File: config.mk
export PLATFORM = sky130hd
export DESIGN_NAME = tevq_front
export DESIGN_NICKNAME = d
export VERILOG_FILES = /design/src/tevq_pkg.sv /design/src/tevq_front.sv
export SDC_FILE = /design/constraint.sdc
export NUM_CORES = 1
export LEC_CHECK = 0
export ABC_AREA = 1
export BUFFER_PORTS_ARGS = -buffer_cell sky130_fd_sc_hd__buf_2
export CAP_MARGIN = 20
export CORE_MARGIN = 1
export CORE_UTILIZATION = 56
export DETAILED_ROUTE_END_ITERATION = 8
export PLACE_DENSITY = 0.81
export SLEW_MARGIN = 25
export SYNTH_ARGS = -nofsm -noshare
export SYNTH_HDL_FRONTEND = slang
export SYNTH_SLANG_ARGS = --single-unit
File: constraint.sdc
create_clock -name clk -period 13.85 [get_ports clk]
set_clock_uncertainty 0.05 [all_clocks]
set_input_delay 1.385 -clock clk [delete_from_list [all_inputs] [get_ports clk]]
set_output_delay 1.385 -clock clk [all_outputs]
set_load 0.01 [all_outputs]
File: src/tevq_pkg.sv
// Shared types, constants and helpers for the timed event queue.
package tevq_pkg;

  localparam int DEPTH_DEF = 32;
  localparam int TIME_W    = 48;

  typedef enum logic [3:0] {
    OP_POST,
    OP_REL_ALL,
    OP_REL_OWN,
    OP_CAN_OWN,
    OP_CAN_NUM,
    OP_CAN_FLAG,
    OP_QUERY,
    OP_PP_NUM,
    OP_PP_OWN,
    OP_CLEAR,
    OP_NOP
  } op_t;

  localparam logic [3:0] REQ_POST     = 4'd0;
  localparam logic [3:0] REQ_REL_ALL  = 4'd1;
  localparam logic [3:0] REQ_REL_OWN  = 4'd2;
  localparam logic [3:0] REQ_CAN_OWN  = 4'd3;
  localparam logic [3:0] REQ_CAN_NUM  = 4'd4;
  localparam logic [3:0] REQ_CAN_FLAG = 4'd5;
  localparam logic [3:0] REQ_QUERY    = 4'd6;
  localparam logic [3:0] REQ_PP_NUM   = 4'd7;
  localparam logic [3:0] REQ_PP_OWN   = 4'd8;
  localparam logic [3:0] REQ_CLEAR    = 4'd9;

  typedef struct packed {
    op_t                op;
    logic [TIME_W-1:0]  now;
    logic [TIME_W-1:0]  tpost;
    logic [31:0]        delay;
    logic [7:0]         owner_id;
    logic [15:0]        event_num;
    logic [15:0]        event_handle;
    logic [31:0]        flags;
  } req_t;

  typedef struct packed {
    logic [TIME_W-1:0]  due_time;
    logic [7:0]         owner;
    logic [15:0]        num;
    logic [15:0]        handle;
    logic [31:0]        flags;
  } entry_t;

  typedef struct packed {
    logic [7:0]  owner;
    logic [15:0] handle;
    logic [15:0] num;
  } ev_t;

  typedef enum logic [2:0] {
    ST_IDLE,
    ST_SCAN,
    ST_PP_ADD,
    ST_INS,
    ST_EMIT_RD,
    ST_EMIT_WR
  } state_t;

  typedef enum logic [1:0] {
    ACT_NONE,
    ACT_DROP,
    ACT_INS
  } act_t;

  // Saturating time addition; the result never exceeds the largest 48-bit time.
  function automatic logic [TIME_W-1:0] sat_add(input logic [TIME_W-1:0] t,
                                                input logic [31:0] d);
    logic [TIME_W:0] s;
    s = {1'b0, t} + {{(TIME_W-31){1'b0}}, d};
    return s[TIME_W] ? {TIME_W{1'b1}} : s[TIME_W-1:0];
  endfunction

endpackage

File: src/tevq_front.sv
// Front end: accepts requests, decodes the type, precomputes the post time, queues them.
module tevq_front
  import tevq_pkg::*;
(
  input  logic        clk,
  input  logic        rst_n,
  input  logic        in_valid,
  output logic        in_stall,
  input  logic [3:0]  in_req_type,
  input  logic [47:0] in_now,
  input  logic [31:0] in_delay,
  input  logic [7:0]  in_owner_id,
  input  logic [15:0] in_event_num,
  input  logic [15:0] in_event_handle,
  input  logic [31:0] in_flags,
  output logic        req_valid,
  output req_t        req,
  input  logic        req_pop
);

  req_t        q_r [2];
  logic        wr_ptr_r, wr_ptr_nxt;
  logic        rd_ptr_r, rd_ptr_nxt;
  logic [1:0]  cnt_r, cnt_nxt;
  logic        push;
  op_t         op_dec;
  req_t        new_req;

  always_comb begin
    unique case (in_req_type)
      REQ_POST:     op_dec = OP_POST;
      REQ_REL_ALL:  op_dec = OP_REL_ALL;
      REQ_REL_OWN:  op_dec = OP_REL_OWN;
      REQ_CAN_OWN:  op_dec = OP_CAN_OWN;
      REQ_CAN_NUM:  op_dec = OP_CAN_NUM;
      REQ_CAN_FLAG: op_dec = OP_CAN_FLAG;
      REQ_QUERY:    op_dec = OP_QUERY;
      REQ_PP_NUM:   op_dec = OP_PP_NUM;
      REQ_PP_OWN:   op_dec = OP_PP_OWN;
      REQ_CLEAR:    op_dec = OP_CLEAR;
      default:      op_dec = OP_NOP;
    endcase
  end

  always_comb begin
    new_req.op           = op_dec;
    new_req.now          = in_now;
    new_req.tpost        = sat_add(in_now, in_delay);
    new_req.delay        = in_delay;
    new_req.owner_id     = in_owner_id;
    new_req.event_num    = in_event_num;
    new_req.event_handle = in_event_handle;
    new_req.flags        = in_flags;
  end

  assign in_stall  = (cnt_r == 2'd2);
  assign push      = in_valid && !in_stall;
  assign req_valid = (cnt_r != 2'd0);
  assign req       = q_r[rd_ptr_r];

  always_comb begin
    wr_ptr_nxt = push ? ~wr_ptr_r : wr_ptr_r;
    rd_ptr_nxt = req_pop ? ~rd_ptr_r : rd_ptr_r;
    case ({push, req_pop})
      2'b10:   cnt_nxt = cnt_r + 2'd1;
      2'b01:   cnt_nxt = cnt_r - 2'd1;
      default: cnt_nxt = cnt_r;
    endcase
  end

  always_ff @(posedge clk) begin
    if (!rst_n) begin
      wr_ptr_r <= 1'b0;
      rd_ptr_r <= 1'b0;
      cnt_r    <= 2'd0;
    end else begin
      wr_ptr_r <= wr_ptr_nxt;
      rd_ptr_r <= rd_ptr_nxt;
      cnt_r    <= cnt_nxt;
    end
  end

  always_ff @(posedge clk) begin
    if (push) begin
      q_r[wr_ptr_r] <= new_req;
    end
  end

endmodule

Yosys cells after proc, flatten, opt, wreduce, memory -nomap -nowiden
Memory sizes are Yosys's and may differ from the RTL's. A register that Yosys moved wholly into a read port is not among the register bits.
Index checks and enable logic that the tools add are counted.
- eq/ne operators: 3
- reduce and logical (&&, ||, !) cells: 4
- add/subtract/negate cells: 3
- bitwise operators: 2
- multiplexer cells: 6
- operators with widths (operator ; count):
    adder 48 x 32 -> 49 bit ; 1
    2-to-1 mux 48 bit ; 1
    equality test 2 bit (second input constant) ; 2
    2-to-1 mux 1 bit ; 4
    one-hot mux 2 bit (2 select lines) ; 1
    nonzero test 2 bit ; 2
    adder 2 x 1 -> 2 bit (second input constant) ; 1
    equality test 2 x 1 -> 1 bit (second input constant) ; 1
    inverter 1 bit ; 2
    subtractor 2 x 1 -> 2 bit (second input constant) ; 1
    logical AND 1 bit ; 1
    zero test 1 bit ; 1
- flip-flop bits (word level): 4
- memories kept: 2
- bits in read-only memories: 64
- output and inout bits: 206
- word-level logic and storage cells: 23
- memory bits (writable): 408
- memories (name ; depth ; width ; rd ports ; clocked after memory_dff ; write ports ; line ; RTL):
    q_r ; 2 ; 204 ; 1 ; 1 ; 1 ; tevq_front.sv:21 ; req_t q_r [2];
    (no name shown) ; 16 ; 4 ; 1 ; 0 ; 0 ; tevq_front.sv:30 ; unique case (in_req_type)

Depth between registers and ports, before layout
- depth in word-level cells: 5
- gate-level depth with buffers: 14
- depth with buffers taken out: 14

Worst setup path after synthesis
Ideal clock, no wire load.
- path kind: input -> register
- from: input in_valid
- to: memory q_r[0][0] in the netlist's numbering (enable)
- setup time: 0.773 ns
- slack: 2.984 ns
- data arrival time: 10.044 ns
- data required time: 13.027 ns
- cell stages on the path: 2
- path through: o21ai_0 -> nor2_1
- longest elaborated chain between the ends: 3
- RTL lines (what ; line ; RTL):
    start: declaration ; tevq_front.sv:7 ; input logic in_valid,
    logical AND 1 bit ; tevq_front.sv:57 ; assign push = in_valid && !in_stall;
    2-to-1 mux 1 bit ; tevq_front.sv:84 ; if (push) begin
    2-to-1 mux 1 bit (not written as such) ; tevq_front.sv:85 ; q_r[wr_ptr_r] <= new_req;
    end: declaration ; tevq_front.sv:21 ;
No other way between the ends.

==> implementation parameters <==
Parameter                              Value

Timing
  Top achievable clock speed    roughly 0.20 GHz
  Max Slew Vio Count    0
  Fin. Hold Viols    0
  Aggregate negative setup slack    0 ns
  Final critical delay including setup and external delays    5.01 ns
  Final setup violation count    0
  RSZ-0062 raised after global routing    no
  Final period util    0.362
  Worst-Margin Slew    1.01 ns
  Max_slew headroom    0.324

Synth
  Most area-hungry cell type in the Yosys netlist    sky130_fd_sc_hd__edfxtp_1
  Register bit count reported by yosys    ~410
  Cells after synthesis    ~1.5k
  Count of different cell masters after synthesis    35
  Area share of the leading cell type in the synthesized netlist    0.651
  Area of the mapped netlist    0.0188 mm2
  Synthesis warning total    0
  Cells taking the most area after synthesis    sky130_fd_sc_hd__edfxtp_1, sky130_fd_sc_hd__mux2_2, sky130_fd_sc_hd__nand2_1
  Sequential fraction of the synthesis area    0.656
  Average cell area after synthesis    around 13 um2
  Nets in the synthesized netlist    around 1.7k

Detailed routing
  Count of unresolved DRC violations after routing    0
  Vias post-DR    12.4k
  Average detailed-routed wire length per instance    19.3 um
  Number of nets still failing antenna checks after routing    0
  First-iteration detailed-routing DRC count    749
  Vias per std cell    5.29
  First-pass iteration count of the detailed router    5
  Total Routed Length    45.3 mm

Worst hold path
  HP Start    rd_ptr_r
  Hold path cells    2
  Worst Hold End    rd_ptr_r
  Worst hold path type    flip-flop to flip-flop

Worst setup path
  Worst reg-to-reg path cell count    3
  Worst Path Max Fanout    80
  R2R Path End    q_r[0][49]
  Slowest stage cell, crit path    sky130_fd_sc_hd__dfxtp_4
  Total stage count of the critical path    4
  Worst EP arrival    3.58 ns
  Largest stage delay on the critical path    roughly 0.9 ns
  Required time of the critical path    around 12 ns
  Ordered cell list for the critical path    buf_6, buf_4, mux2_2, buf_2
  Category of the worst setup path capture point    output pin
  Register-to-register path setup slack    ~12 ns
  Delay-heaviest family, CP    buffers and inverters
  CP Launch Type    flip-flop
  Launch instance of the worst register-to-register path    cnt_r[0]
  Buf+Inv Stages, Crit Path    3
  Category of the most critical setup path    flip-flop to output pin

Finish
  Area growth from synthesis to layout    19.4%
  Share of layout cells above drive strength 1    0.371
  Most used cells in the layout excluding fill and tap cells    sky130_fd_sc_hd__edfxtp_1, sky130_fd_sc_hd__buf_2, sky130_fd_sc_hd__nand2_1, sky130_fd_sc_hd__mux2_2, sky130_fd_sc_hd__inv_1
  Most common library cell in the layout ignoring fill and taps    sky130_fd_sc_hd__edfxtp_1
  Nets    around 2.1k

Clocking
  Number of buffers on the longest clock path    3
  # H-tree levels    2
  Total number of clock tree sinks    roughly 410
  Insertion delay to the later sink of the worst-skew pair    around 0.54 ns
  Resized cells post-CTS    0
  Number of buffers added by the clock tree synthesis step    43
  Setup Buffers After CTS    0
  Number of hold buffers added after CTS    0
  Clock tree from TritonCTS    built
  Register clock-pin slew on the reported worst setup and hold paths    0.06 ns
  Clock root buffer    sky130_fd_sc_hd__clkbuf_16

Run
  Reported max-cap violation count    0

Floorplan
  Die width    around 190 um
  Die height    between 150 and 200 um
  Number of standard-cell rows in the floorplan    66
  Die ar.    0.0343 mm2
  Top Ports    366
  Effective utilization at floorplan    0.574
  Placeable core region    0.0328 mm2

Power
  Maximum vdd ir drop    0.000142 V
  Leakage    9.45 nW
  Cell area power density    137 mW/mm2
  Overall Power    3.07 mW

Global routing
  First-pass GRT wire length    approximately 67 mm
  Congestion Overflow GR    0
  Maximum number of pins on one net before global-route repair    129
  Antenna violations before repair    7
  Total track usage    0.260
  Via count of the first global-routing pass    12.4k

Place
  Input/output buffers    about 370
  Sum of net half-perimeters after detailed placement    32.6 mm
  Routability congestion estimate from global placement    0.925

Status
  Status    finished clean
[worst register-to-register path, cell delays in order, from the launching register on]
cell	delay, ns
sky130_fd_sc_hd__dfxtp_1	0.40
sky130_fd_sc_hd__o21ai_1	0.26
sky130_fd_sc_hd__nor2_4	0.20
sky130_fd_sc_hd__buf_4	0.80
[sequential cells by signal, indices dropped and copies added, names as in the netlist, named ones only]
register / flops
cnt_r: 2
wr_ptr_r: 1
q_r: 408
rd_ptr_r: 1
[logic make-up (layout without fill, tap and decap cells)]
group           after synthesis  in the layout  share of synthesized area
simple gates                546            546                      0.131
flops                       413            413                      0.656
buf+inv                     219            642                     0.0459
mux                         204            204                      0.122
compound gates               41             41                     0.0125
fa+ha+maj                    34             34                     0.0230
xor+xnor                     19             19                    0.00884
other cells                   0              5                          0
[per-layer routing]
metal / vias up / wire [um] / GRT usage
met4: 2 / 1640 / 0.101
met1: 5933 / 18000 / 0.314
met5: - / 13 / 0
li1: 5889 / - / -
met3: 105 / 3410 / 0.0582
met2: 481 / 22300 / 0.450
[cell type report]
| class | instances | area, um2 |
|---|---|---|
| diodes | 5 | 12.5 |
| clock buffers | 61 | 1140 |
| clock inverters | 17 | 171 |
| fillers | 2404 | 10300 |
| inverters | 193 | 724 |
| multi-input cells | 844 | 5620 |
| flip-flops and latches | 413 | 12400 |
| well taps | 442 | 553 |
| repair buffers | 371 | 1900 |
[worst max path at each step]
stage	start	end	slack, ns
after global routing	flip-flop	req[197]	8.65
after floorplan	in_valid	q_r[0][0]	2.98
after CTS	flip-flop	req[197]	8.80
after global placement	flip-flop	req[196]	9.17
final	flip-flop	req[197]	8.84
after detailed placement	flip-flop	req[199]	9.39
[metrics by stage]
| stage | hold slack [ns] | cells | utilization | setup WS, ns | instance area, um2 |
|---|---|---|---|---|---|
| 2_1_floorplan | 0.409 | 1476 | - | 2.98 | 18800 |
| 3_3_place_gp | 0.424 | 2263 | 0.645 | 9.17 | 21100 |
| 3_5_place_dp | 0.445 | 2263 | 0.645 | 9.39 | 21200 |
| 4_1_cts | 0.456 | 2341 | 0.685 | 8.80 | 22500 |
| 5_1_grt | 0.498 | 2345 | 0.686 | 8.65 | 22500 |
| 6_report | 0.459 | 2346 | 0.686 | 8.84 | 22500 |
[cells in the mapped netlist, drive strengths merged]
cell type    n
buf         20
dfxtp        5
a21oi       21
fa           1
xnor2        1
nor3         7
xor2        18
o21bai       8
or2         16
ha          33
o21ai       11
nor4         1
mux2       204
nor3b        1
nor2        91
nand2      339
inv        193
nand3       74
edfxtp     408
clkbuf       6
nand4       17
a22oi        1
[power breakdown]
group	switching, mW	leakage (nW)	internal [mW]
logic	0.283	4.97	0.183
clock network	0.454	0.626	0.618
registers	0.0307	3.85	1.50
total	0.768	9.45	2.30
Power figures use the tool's default switching activity.
